===== src/rtl/tksi_pkg.sv =====
// Shared types and constants of the top-k sorted insert core.
// No dependencies; every other file of the block but tksi_ram imports this package.
package tksi_pkg;

    // Slot memory geometry
    localparam int LIST_DEPTH = 16;
    localparam int IDX_W      = (LIST_DEPTH > 1) ? $clog2(LIST_DEPTH) : 1;
    localparam int CNT_W      = $clog2(LIST_DEPTH + 1);

    // Field widths
    localparam int FUNC_W  = 2;
    localparam int ID_W    = 32;
    localparam int VALUE_W = 48;
    localparam int CPU_W   = 24;
    localparam int RATE_W  = 40;
    localparam int RANK_W  = 4;
    localparam int MODE_W  = 2;
    localparam int LIMIT_W = 5;

    // Configuration port
    localparam int CFG_IDX_W  = 1;
    localparam int CFG_DATA_W = 5;
    localparam logic [CFG_IDX_W-1:0] CFG_SORT_MODE  = 1'd0;
    localparam logic [CFG_IDX_W-1:0] CFG_KEEP_LIMIT = 1'd1;

    localparam logic [MODE_W-1:0]  SORT_MODE_RESET  = 2'd0;
    localparam logic [LIMIT_W-1:0] KEEP_LIMIT_RESET = 5'd16;

    // Operations
    localparam logic [FUNC_W-1:0] FUNC_CLEAR = 2'd0;
    localparam logic [FUNC_W-1:0] FUNC_OFFER = 2'd1;
    localparam logic [FUNC_W-1:0] FUNC_DUMP  = 2'd2;

    // Ranking keys; any other code ranks by memory
    localparam logic [MODE_W-1:0] MODE_MEM  = 2'd0;
    localparam logic [MODE_W-1:0] MODE_CPU  = 2'd1;
    localparam logic [MODE_W-1:0] MODE_DISK = 2'd2;

    typedef struct packed {
        logic [FUNC_W-1:0]  func;
        logic [ID_W-1:0]    pid;
        logic [VALUE_W-1:0] mem_bytes;
        logic [CPU_W-1:0]   cpu_milli;
        logic               cpu_known;
        logic [RATE_W-1:0]  read_rate;
        logic               read_known;
        logic [RATE_W-1:0]  write_rate;
        logic               write_known;
    } in_word_t;

    typedef struct packed {
        logic [ID_W-1:0]    entry_id;
        logic [VALUE_W-1:0] entry_value;
        logic [RANK_W-1:0]  rank;
        logic               list_empty;
        logic               last;
    } out_word_t;

    typedef struct packed {
        logic [ID_W-1:0]    id;
        logic [VALUE_W-1:0] value;
    } slot_t;

    localparam int SLOT_W = $bits(slot_t);

    typedef struct packed {
        logic               ok;
        logic [VALUE_W-1:0] value;
    } key_t;

    // Slot memory access from the sequencer
    typedef struct packed {
        logic             we;
        logic [IDX_W-1:0] waddr;
        slot_t            wdata;
        logic [IDX_W-1:0] raddr;
    } ram_req_t;

endpackage


===== src/rtl/tksi_if.sv =====
// Valid/ready channels of the top-k sorted insert core: input and result words.
// Depends on tksi_pkg for the payload types.
interface tksi_in_if;
    import tksi_pkg::*;

    logic     valid;
    logic     ready;
    in_word_t word;

    modport source (output valid, output word, input ready);
    modport sink   (input valid, input word, output ready);
endinterface

interface tksi_out_if;
    import tksi_pkg::*;

    logic      valid;
    logic      ready;
    out_word_t word;

    modport source (output valid, output word, input ready);
    modport sink   (input valid, input word, output ready);
endinterface


===== src/rtl/tksi_ram.sv =====
// Generic single-port-write, single-port-read RAM with registered read data.
// No dependencies.
module tksi_ram #(
    parameter int WIDTH = 8,
    parameter int DEPTH = 16
) (
    input  logic                                          clk,
    input  logic                                          we,
    input  logic [((DEPTH > 1) ? $clog2(DEPTH) : 1)-1:0]  waddr,
    input  logic [WIDTH-1:0]                              wdata,
    input  logic [((DEPTH > 1) ? $clog2(DEPTH) : 1)-1:0]  raddr,
    output logic [WIDTH-1:0]                              rdata
);
    logic [WIDTH-1:0] mem [DEPTH];

    always_ff @(posedge clk)
    begin
        if (we)
        begin
            mem[waddr] <= wdata;
        end
        rdata <= mem[raddr];
    end

endmodule


===== src/rtl/tksi_key.sv =====
// Ranking key and eligibility of an offered record for the selected sort mode.
// Depends on tksi_pkg.
module tksi_key (
    input  tksi_pkg::in_word_t            word,
    input  logic [tksi_pkg::MODE_W-1:0]   sort_mode,
    output tksi_pkg::key_t                key
);
    import tksi_pkg::*;

    logic [RATE_W-1:0] rd_rate;
    logic [RATE_W-1:0] wr_rate;
    logic [RATE_W:0]   disk_sum;

    always_comb
    begin
        rd_rate  = word.read_known  ? word.read_rate  : '0;
        wr_rate  = word.write_known ? word.write_rate : '0;
        disk_sum = (RATE_W+1)'(rd_rate) + (RATE_W+1)'(wr_rate);

        case (sort_mode)
            MODE_CPU:
            begin
                key.ok    = word.cpu_known;
                key.value = word.cpu_known ? VALUE_W'(word.cpu_milli) : '0;
            end
            MODE_DISK:
            begin
                key.ok    = (disk_sum != '0);
                key.value = VALUE_W'(disk_sum);
            end
            default:
            begin
                key.ok    = (word.mem_bytes != '0);
                key.value = word.mem_bytes;
            end
        endcase
    end

endmodule


===== src/rtl/tksi_ctrl.sv =====
// Sequencer of the top-k core: insertion walk over the slot memory, list dump,
// fill count and the result register. Depends on tksi_pkg and tksi_if.
module tksi_ctrl (
    input  logic                           clk,
    input  logic                           rst_n,
    tksi_in_if.sink                        item,
    tksi_out_if.source                     result,
    input  tksi_pkg::key_t                 key,
    input  logic [tksi_pkg::LIMIT_W-1:0]   keep_limit,
    output tksi_pkg::ram_req_t             ram,
    input  tksi_pkg::slot_t                rdata
);
    import tksi_pkg::*;

    localparam logic [2:0] ST_IDLE  = 3'd0;
    localparam logic [2:0] ST_CHECK = 3'd1;
    localparam logic [2:0] ST_SCAN  = 3'd2;
    localparam logic [2:0] ST_PLACE = 3'd3;
    localparam logic [2:0] ST_DRD   = 3'd4;
    localparam logic [2:0] ST_DLD   = 3'd5;

    logic [2:0]         state_reg,     state_next;
    logic [CNT_W-1:0]   fill_reg,      fill_next;
    logic [IDX_W-1:0]   hole_reg,      hole_next;
    logic [IDX_W-1:0]   didx_reg,      didx_next;
    logic [VALUE_W-1:0] key_reg,       key_next;
    logic [ID_W-1:0]    id_reg,        id_next;
    logic               out_valid_reg, out_valid_next;
    out_word_t          out_word_reg,  out_word_next;

    logic [CNT_W-1:0]   lim;
    logic               out_free;
    logic               dump_last;
    slot_t              new_slot;

    assign item.ready   = (state_reg == ST_IDLE);
    assign result.valid = out_valid_reg;
    assign result.word  = out_word_reg;

    assign out_free  = !out_valid_reg || result.ready;
    assign dump_last = (CNT_W'(CNT_W'(didx_reg) + 1'b1) == fill_reg);

    always_comb
    begin
        if (8'(keep_limit) > 8'(LIST_DEPTH))
        begin
            lim = CNT_W'(LIST_DEPTH);
        end
        else
        begin
            lim = CNT_W'(keep_limit);
        end
    end

    always_comb
    begin
        state_next     = state_reg;
        fill_next      = fill_reg;
        hole_next      = hole_reg;
        didx_next      = didx_reg;
        key_next       = key_reg;
        id_next        = id_reg;
        out_valid_next = out_valid_reg && !result.ready;
        out_word_next  = out_word_reg;

        new_slot.id    = id_reg;
        new_slot.value = key_reg;

        ram.we    = 1'b0;
        ram.waddr = '0;
        ram.wdata = new_slot;
        ram.raddr = '0;

        unique case (state_reg)
            ST_IDLE:
            begin
                if (item.valid)
                begin
                    case (item.word.func)
                        FUNC_CLEAR:
                        begin
                            fill_next = '0;
                        end
                        FUNC_OFFER:
                        begin
                            key_next = key.value;
                            id_next  = item.word.pid;
                            if (key.ok && lim != '0)
                            begin
                                if (fill_reg >= lim)
                                begin
                                    // full: must beat the last entry first
                                    ram.raddr  = IDX_W'(fill_reg - 1'b1);
                                    state_next = ST_CHECK;
                                end
                                else
                                begin
                                    fill_next = CNT_W'(fill_reg + 1'b1);
                                    if (fill_reg == '0)
                                    begin
                                        ram.we          = 1'b1;
                                        ram.waddr       = '0;
                                        ram.wdata.id    = item.word.pid;
                                        ram.wdata.value = key.value;
                                    end
                                    else
                                    begin
                                        hole_next  = IDX_W'(fill_reg);
                                        ram.raddr  = IDX_W'(fill_reg - 1'b1);
                                        state_next = ST_SCAN;
                                    end
                                end
                            end
                        end
                        FUNC_DUMP:
                        begin
                            didx_next  = '0;
                            state_next = ST_DRD;
                        end
                        default:
                        begin
                        end
                    endcase
                end
            end
            ST_CHECK:
            begin
                if (rdata.value < key_reg)
                begin
                    // last entry is dropped; its slot becomes the hole
                    hole_next = IDX_W'(fill_reg - 1'b1);
                    if (fill_reg == CNT_W'(1))
                    begin
                        ram.we     = 1'b1;
                        ram.waddr  = '0;
                        state_next = ST_IDLE;
                    end
                    else
                    begin
                        ram.raddr  = IDX_W'(fill_reg - CNT_W'(2));
                        state_next = ST_SCAN;
                    end
                end
                else
                begin
                    state_next = ST_IDLE;
                end
            end
            ST_SCAN:
            begin
                // rdata holds the entry just above the hole
                if (rdata.value < key_reg)
                begin
                    ram.we    = 1'b1;
                    ram.waddr = hole_reg;
                    ram.wdata = rdata;
                    hole_next = IDX_W'(hole_reg - 1'b1);
                    if (hole_reg == IDX_W'(1))
                    begin
                        state_next = ST_PLACE;
                    end
                    else
                    begin
                        ram.raddr = IDX_W'(hole_reg - IDX_W'(2));
                    end
                end
                else
                begin
                    ram.we     = 1'b1;
                    ram.waddr  = hole_reg;
                    state_next = ST_IDLE;
                end
            end
            ST_PLACE:
            begin
                ram.we     = 1'b1;
                ram.waddr  = hole_reg;
                state_next = ST_IDLE;
            end
            ST_DRD:
            begin
                if (out_free)
                begin
                    if (fill_reg == '0)
                    begin
                        out_valid_next            = 1'b1;
                        out_word_next.entry_id    = '0;
                        out_word_next.entry_value = '0;
                        out_word_next.rank        = '0;
                        out_word_next.list_empty  = 1'b1;
                        out_word_next.last        = 1'b1;
                        state_next                = ST_IDLE;
                    end
                    else
                    begin
                        ram.raddr  = didx_reg;
                        state_next = ST_DLD;
                    end
                end
            end
            ST_DLD:
            begin
                out_valid_next            = 1'b1;
                out_word_next.entry_id    = rdata.id;
                out_word_next.entry_value = rdata.value;
                out_word_next.rank        = RANK_W'(didx_reg);
                out_word_next.list_empty  = 1'b0;
                out_word_next.last        = dump_last;
                if (dump_last)
                begin
                    state_next = ST_IDLE;
                end
                else
                begin
                    didx_next  = IDX_W'(didx_reg + 1'b1);
                    state_next = ST_DRD;
                end
            end
            default:
            begin
                state_next = ST_IDLE;
            end
        endcase
    end

    always_ff @(posedge clk or negedge rst_n)
    begin
        if (!rst_n)
        begin
            state_reg     <= ST_IDLE;
            fill_reg      <= '0;
            hole_reg      <= '0;
            didx_reg      <= '0;
            out_valid_reg <= 1'b0;
        end
        else
        begin
            state_reg     <= state_next;
            fill_reg      <= fill_next;
            hole_reg      <= hole_next;
            didx_reg      <= didx_next;
            out_valid_reg <= out_valid_next;
        end
    end

    always_ff @(posedge clk)
    begin
        key_reg      <= key_next;
        id_reg       <= id_next;
        out_word_reg <= out_word_next;
    end

endmodule


===== src/rtl/top_k_sorted_insert_core.sv =====
// Top level of the top-k sorted insert core: configuration registers, key unit,
// sequencer and slot memory. Depends on tksi_pkg, tksi_if, tksi_ram, tksi_key, tksi_ctrl.
//
// Keeps a descending list of up to keep_limit records (at most LIST_DEPTH) in one
// slot memory with a registered read. An offer walks up from the bottom
// of the list, one entry per cycle through the memory's single read port, moving
// smaller entries down one place. An offer that is not eligible is dropped, and one
// into an empty list is written straight to slot 0; in a full list it is first
// compared with the last entry and dropped unless it beats it, else the walk follows.
// A dump gives one result word per entry, each read from memory and then loaded
// into the result register, and a single list_empty word when the list holds
// nothing. The result register lets the next word in while the last dump word
// is still waiting. There is no clearing pass after reset. Write sort_mode and
// keep_limit only while the core is idle.
module top_k_sorted_insert_core (
    input  logic                               clk,
    input  logic                               rst_n,
    tksi_in_if.sink                            item,
    tksi_out_if.source                         result,
    input  logic                               cfg_we,
    input  logic [tksi_pkg::CFG_IDX_W-1:0]     cfg_index,
    input  logic [tksi_pkg::CFG_DATA_W-1:0]    cfg_data
);
    import tksi_pkg::*;

    logic [MODE_W-1:0]  sort_mode_reg,  sort_mode_next;
    logic [LIMIT_W-1:0] keep_limit_reg, keep_limit_next;

    key_t               key;
    ram_req_t           ram_req;
    slot_t              ram_slot;
    logic [SLOT_W-1:0]  ram_rdata;

    always_comb
    begin
        sort_mode_next  = sort_mode_reg;
        keep_limit_next = keep_limit_reg;
        if (cfg_we)
        begin
            unique case (cfg_index)
                CFG_SORT_MODE:  sort_mode_next  = MODE_W'(cfg_data);
                CFG_KEEP_LIMIT: keep_limit_next = LIMIT_W'(cfg_data);
                default:
                begin
                end
            endcase
        end
    end

    always_ff @(posedge clk or negedge rst_n)
    begin
        if (!rst_n)
        begin
            sort_mode_reg  <= SORT_MODE_RESET;
            keep_limit_reg <= KEEP_LIMIT_RESET;
        end
        else
        begin
            sort_mode_reg  <= sort_mode_next;
            keep_limit_reg <= keep_limit_next;
        end
    end

    tksi_key u_key (
        .word      (item.word),
        .sort_mode (sort_mode_reg),
        .key       (key)
    );

    tksi_ctrl u_ctrl (
        .clk        (clk),
        .rst_n      (rst_n),
        .item       (item),
        .result     (result),
        .key        (key),
        .keep_limit (keep_limit_reg),
        .ram        (ram_req),
        .rdata      (ram_slot)
    );

    assign ram_slot = ram_rdata;

    tksi_ram #(
        .WIDTH (SLOT_W),
        .DEPTH (LIST_DEPTH)
    ) u_slot_ram (
        .clk   (clk),
        .we    (ram_req.we),
        .waddr (ram_req.waddr),
        .wdata (ram_req.wdata),
        .raddr (ram_req.raddr),
        .rdata (ram_rdata)
    );

endmodule


===== src/flat_wrapper.sv =====
// flat-port wrapper written by rule: the top's interface ports become plain ports
module top_k_sorted_insert_core_flat import tksi_pkg::*;
  (clk, rst_n, cfg_we, cfg_index, cfg_data, item_valid, item_word, item_ready, result_valid, result_word, result_ready);
  tksi_in_if item_i ();
  tksi_out_if result_i ();
  input  logic clk;
  input  logic rst_n;
  input  logic cfg_we;
  input  logic [tksi_pkg::CFG_IDX_W-1:0] cfg_index;
  input  logic [tksi_pkg::CFG_DATA_W-1:0] cfg_data;
  input wire logic [$bits(item_i.valid)-1:0] item_valid;
  input wire logic [$bits(item_i.word)-1:0] item_word;
  output wire logic [$bits(item_i.ready)-1:0] item_ready;
  output wire logic [$bits(result_i.valid)-1:0] result_valid;
  output wire logic [$bits(result_i.word)-1:0] result_word;
  input wire logic [$bits(result_i.ready)-1:0] result_ready;
  assign item_i.valid = item_valid;
  assign item_i.word = item_word;
  assign item_ready = item_i.ready;
  assign result_valid = result_i.valid;
  assign result_word = result_i.word;
  assign result_i.ready = result_ready;
  top_k_sorted_insert_core u_core (.clk(clk), .rst_n(rst_n), .item(item_i), .result(result_i), .cfg_we(cfg_we), .cfg_index(cfg_index), .cfg_data(cfg_data));
endmodule

===== config.mk =====
export PLATFORM = sky130hd
export DESIGN_NAME = top_k_sorted_insert_core_flat
export DESIGN_NICKNAME = d
export VERILOG_FILES = /design/src/rtl/tksi_pkg.sv /design/src/rtl/tksi_if.sv /design/src/rtl/tksi_ram.sv /design/src/rtl/tksi_key.sv /design/src/rtl/tksi_ctrl.sv /design/src/rtl/top_k_sorted_insert_core.sv /design/src/flat_wrapper.sv
export SDC_FILE = /design/constraint.sdc
export NUM_CORES = 2
export LEC_CHECK = 0
export BUFFER_PORTS_ARGS = -buffer_cell sky130_fd_sc_hd__buf_2
export CAP_MARGIN = 10
export CORE_AREA = 3 3 345 347
export DETAILED_ROUTE_END_ITERATION = 10
export DIE_AREA = 0 0 348 350
export GPL_ROUTABILITY_DRIVEN = 1
export PLACE_DENSITY = 0.74
export SKIP_LAST_GASP = 1
export SLEW_MARGIN = 20
export SYNTH_ARGS = -nofsm -noshare
export SYNTH_HDL_FRONTEND = slang
export SYNTH_HIERARCHICAL = 1
export SYNTH_SLANG_ARGS = --single-unit
export TNS_END_PERCENT = 100

===== constraint.sdc =====
create_clock -name clk -period 9.8 [get_ports clk]
set_input_delay 1.96 -clock clk [delete_from_list [all_inputs] [get_ports clk]]
set_output_delay 1.96 -clock clk [all_outputs]
set_load 0.01 [all_outputs]

; ---- Word level (Yosys, flattened, before mapping)
; Memory sizes are Yosys's and may differ from the RTL's. A register that Yosys moved wholly into a read port is not among the register bits.
; Cells that the tools add are included.
[classes]
magnitude_cmp = 3
n_addsub = 8
eq_ne = 29
bitwise_logic = 1
n_reduce_logical = 24
mux = 59
[ops]
columns = cell, count
row1 = 89-bit 2-to-1 mux, 3
row2 = 86-bit 2-to-1 mux, 2
row3 = 86-bit one-hot mux with 2 select lines, 1
row4 = 85-bit 2-to-1 mux, 2
row5 = 80-bit one-hot mux with 2 select lines, 1
row6 = 49-bit one-hot mux with 2 select lines, 1
row7 = 84-bit 2-to-1 mux, 1
row8 = 40-bit 2-to-1 mux, 2
row9 = 4-bit 2-to-1 mux, 17
row10 = 48-bit < comparator, 1
row11 = 48-bit nonzero test, 1
row12 = 40-bit by 40-bit adder with 41-bit output, 1
row13 = 41-bit nonzero test, 1
row14 = 3-bit 2-to-1 mux, 9
row15 = 5-bit 2-to-1 mux, 5
row16 = 24-bit 2-to-1 mux, 1
row17 = 2-bit inequality test (second input constant), 10
row18 = 4-bit one-hot mux with 4 select lines, 1
row19 = 3-bit one-hot mux with 5 select lines, 1
row20 = 5-bit one-hot mux with 3 select lines, 1
row21 = 4-bit one-hot mux with 3 select lines, 1
row22 = 5-bit one-hot mux with 2 select lines, 1
row23 = 4-bit one-hot mux with 2 select lines, 1
row24 = 8-bit AND reduction, 1
row25 = 39 further kinds, 58
[totals]
input_bits = 200
mem_count = 1
regBits = 190
mem_bits_rw = 1280
[memory_table]
columns = memory, words, width, read_ports, rd_clocked_by_memory_dff, wr, line
row1 = u_core.u_slot_ram.mem, 16, 80, 1, 1, 1, tksi_ram.sv:14  ; logic [WIDTH-1:0] mem [DEPTH];

; ---- Longest topological paths before layout
[depth]
ltp_word = 12
ltp_mapped = 27
mapped_depth_nobuf = 23

; ---- By module
; The synthesis kept the hierarchy.
[modules_own_cells]
columns = module, cells_each, area_each_um2, instances
row1 = tksi_ram, 2054, 49422.4, 1
row2 = tksi_ctrl, 821, 9729.3, 1
row3 = tksi_key, 640, 4171.5, 1
row4 = top_k_sorted_insert_core, 16, 267.8, 1

; ---- Worst setup path before layout
; Ideal clock, no wire load.
[synth_path]
path_kind = input port to flip-flop
start = input item_word[41]
end = memory u_core/u_slot_ram/mem[0][0] (netlist name), enable pin
setup_slack_ns = -2.701
path_stages = 23
setup_ns = 0.616
n_path_buf = 3
arrival_ns = 11.884
t_required_ns = 9.184
path_cell_list = clkbuf_1 and2_1 ha_1 inv_1 fa_1 nand2b_1 a21oi_1 o21ai_0 a211oi_1 o31a_1 mux2i_1 a2111oi_0 a2111o_1 nor4_1 a21oi_1 o21ai_0 nor4_2 buf_2 buf_2 nor2_1 a21oi_1 or3b_2 nor3_1
[synth_rtl]
columns = element, line
row1 = from (decl), flat_wrapper.sv:12  ; input wire logic [$bits(item_i.word)-1:0] item_word;
row2 = to (decl), tksi_ram.sv:14

==> reports/qor.tcl <==
set qor(status) {finished clean}
set qor(place.port_buffers) 287
set qor(fin_setup_tns_ns) 0
set qor(numCtsBuffers) 150
set qor(synth-adder-area-share) 0.0212
set qor(cp.buffers_inverters) 4
set qor(largest_reg_flops) 1280
set qor(grt.total_usage) 0.272
set qor(hold_violations) 0
set qor(hp-class) {flop to flop}
set qor(syn_nets) 3838
set qor(firstDrtPassIters) 7
set qor(synth_top_area_share) 0.683
set qor(cp-end-kind) {flop}
set qor(synth_seq_area_share) 0.717
set qor(initial_utilization) 0.547
set qor(die-area_mm2) 0.122
set qor(setup_skew_ns) 0.0499
set qor(path_delay_family) {compound AO/OA/AOI/OAI gates}
set qor(synth_flop_cell) {edfxtp_1}
set qor(groute.layer.met1.usage) 0.382
set qor(period_needed_ns) 8.97
set qor(post_synth_inst_count) 3531
set qor(largest_net_degree_at_the_start_of_global_routing) 129
set qor(post_synth_num_cell_types) 90
set qor(cts.root.buffer_cell) {clkbuf_16}
set qor(crit_top_cell) {o21ai_0}
set qor(die_width_um) 348
set qor(finalWorstSetupSlack_ns) 0.832
set qor(post_route_cells_drive_above_1_share) 0.255
set qor(clkLatencyLatePin_ns) 0.78
set qor(post-cts-setup-buffer-count) 0
set qor(synthXorXnorAreaFrac) 0.00523
set qor(grt-busiest-layer) {met2}
set qor(max_slew_margin) 0.161
set qor(area_growth_syn_to_layout_pct) 14.6
set qor(rows) 125
set qor(routed_via_density) 6.47
set qor(period_share) 0.915
set qor(synthesized_area_fraction_occupied_by_ao_oa_aoi_and_oai_cells) 0.0708
set qor(power_density_mw_per_mm2) 279
set qor(cts_tree) {built}
set qor(route.detailed.wl_per_inst_um) 29.5
set qor(drt_iter0_markers) 4367
set qor(worst-slew-pin-transition_ns) 1.25
set qor(cts_sinks) 1550
set qor(max_cap_viol_count) 0
set qor(detail_route.drc_violations) 0
set qor(drt-total-wl_um) 164000
set qor(muxShareOfSynthArea) 0.116
set qor(cts_max_path_buffers) 3
set qor(grt.met2_usage) 0.430
set qor(layout.nets) 4216
set qor(cp_data_arrival_time_ns) 9.58
set qor(dp_slack_ns) 0.345
set qor(startpoint_type) {input port}
set qor(p_total_mw) 20.3
set qor(critical_path_required_ns) 10.41
set qor(grtUsageMet3) 0.0566
set qor(max-vdd-ir-drop_uv) 231
set qor(yosys_register_bits) 1550
set qor(antenna_found_initial) 1
set qor(clk_pin_slew_ns) 0.07
set qor(rsz_0062_raised_after_global_routing) {no}
set qor(post_cts.resized_instances) 0
set qor(clock_tree.htree_level_count) 4
set qor(gr-total-overflow) 0
set qor(finalMaxSlewViolations) 0
set qor(layout_filler_cell_count) 7928
set qor(postCtsHoldBufs) 0
set qor(syn_area_mm2) 0.0636
set qor(antenna_violating_nets_post_route) 0
set qor(synth-edff-count) 1446
set qor(synth.top_cells.by_area) {edfxtp_1 (68%), mux4_2 (11%), a22oi_1 (2.7%)}
set qor(total_leakage_power_nw) 24.7
set qor(final_core_util) 0.627
set qor(n_antenna_cell) 0
set qor(dominant_cell_by_count_in_the_synthesized_netlist) {edfxtp_1}
set qor(library_cell_occupying_the_most_area_in_the_post_synthesis_netlist) {edfxtp_1}
set qor(dieHeight_um) 350
set qor(timing.critical_path.slowest_cell_delay_ns) 1.08
set qor(top_register) {u_core/u_slot_ram/mem}
set qor(vias) 36009
set qor(synth_simple_gate_area_share) 0.0502
set qor(grt_pass1_vias) 36446
set qor(fp.coreArea_mm2) 0.116
set qor(timing.final.setup_violations) 0
set qor(ioPinCount) 288
set qor(timing_worst_setup_path_type) {input port to flop}
set qor(post_synth.cell_area_avg_um2) 18.0
set qor(grt_first_pass_wirelength_um) 244000
set qor(cp_max_fo) 35
set qor(ys_top_cells_by_count) {edfxtp_1 (1,446), mux4_2 (320), a22oi_1 (229)}
set qor(synth_top_family_by_area) {multiplexers}
set qor(gp_routability_congestion) 0.974
set qor(synthArstFlopShare) 0.0155
set qor(cp_slowest_cell) {nor4_1}
set qor(hpwl_dp_um) 94700
set qor(clock.fmax_mhz) 112
set qor(number_of_warnings_printed_during_yosys_synthesis) 6
power by group:
part           leakage [nW]  total (mW)  switching [mW]  internal (mW)
Combinational          8.10        5.68            3.42           2.26
Clock                  2.41        5.68            2.49           3.19
Sequential             14.2        8.94           0.368           8.57
worst reg2reg max path: stages, from the launching register on:
cell      delay [ns]
dfrtp_1         0.38
inv_1           0.05
ha_1            0.27
buf_4           0.46
nor2_2          0.11
a21oi_1         0.35
nand4_1         0.12
or4_1           0.45
nor4_1          0.35
nand4_1         0.20
nor4_1          1.08
a21oi_1         0.16
o21ai_0         0.32
nor2_1          0.17
nand4_1         0.21
nor2_1          0.06
a21oi_1         0.23
o221ai_4        0.28
buf_12          0.27
buf_12          0.23
mux4_2          0.49
a22oi_1         0.28
nand2_1         0.11
final timing paths:
path / from / end / slack (ns) / depth (start not counted)
max in group asynchronous: rst_n / u_core/u_ctrl/fill_reg[2] / 8.23 / 1
min in group asynchronous: rst_n / u_core/keep_limit_reg[2] / 1.18 / 1
hold / removal: u_core/keep_limit_reg[1] / u_core/keep_limit_reg[1] / 0.53 / 1
setup reg to reg: u_core/sort_mode_reg[0] / u_core/u_slot_ram/rdata[36] / 3.01 / 22
hold reg to reg: u_core/keep_limit_reg[1] / u_core/keep_limit_reg[1] / 0.53 / 1
setup / recovery: item_word[41] / u_core/u_slot_ram/rdata[36] / 0.83 / 25
cells in the final DEF, fill, tap and decap left out, drive strengths merged, types with 12 or more instances in the layout:
cell	synthesis	layout
edfxtp	1446	1446
nor4	20	20
buf	89	424
a21o	61	61
ha	106	106
and2	181	181
inv	73	81
o21ai	64	64
xnor2	19	19
a211oi	12	12
nor2	78	78
clkbuf	109	208
clkinv	0	56
nand3	24	24
nand2	188	188
nor3	21	21
a22o	45	45
nand4	24	24
nand2b	13	13
mux4	320	320
dfxtp	80	80
xor2	19	19
o31ai	54	54
dfrtp	23	23
a22oi	229	229
a21oi	70	70
metal layers:
metal | share of wire | wire length, um | up-vias
li1 | - | - | 15100
met1 | 0.39 | 63400 | 18476
met2 | 0.47 | 77600 | 2123
met3 | 0.10 | 17200 | 310
met4 | 0.035 | 5770 | 0
met5 | 0 | 0 | -
through the flow:
stage	instances	area [um2]	hold slack, ns
after global placement	5281	67900	0.511
after floorplan	3531	63600	0.473
after detailed placement	5281	67900	0.510
after CTS	5563	72900	0.532
final	5563	72900	0.530
after global routing	5563	72900	0.557
cells by family (layout without fill, tap and decap cells):
| group | count (synthesis) | in the layout |
|---|---|---|
| DFF | 1550 | 1550 |
| AOI/OAI and AO/OA | 618 | 618 |
| and+or+nand+nor | 610 | 610 |
| muxes | 337 | 337 |
| buffers and inverters | 271 | 779 |
| adders and majority gates | 107 | 107 |
| xor gates and xnor gates | 38 | 38 |
final cells by class:
| cell class | count | area [um2] | share of cell area |
|---|---|---|---|
| sequential | 1550 | 45600 | 0.626 |
| multi-input combinational | 1710 | 17000 | 0.234 |
| clock buffer | 208 | 4220 | 0.0580 |
| timing repair buffer | 424 | 3080 | 0.0423 |
| tap | 1524 | 1910 | 0.0262 |
| clock inverter | 74 | 723 | 0.00992 |
| inverter | 73 | 274 | 0.00376 |
(Power assumes the default switching activity.)
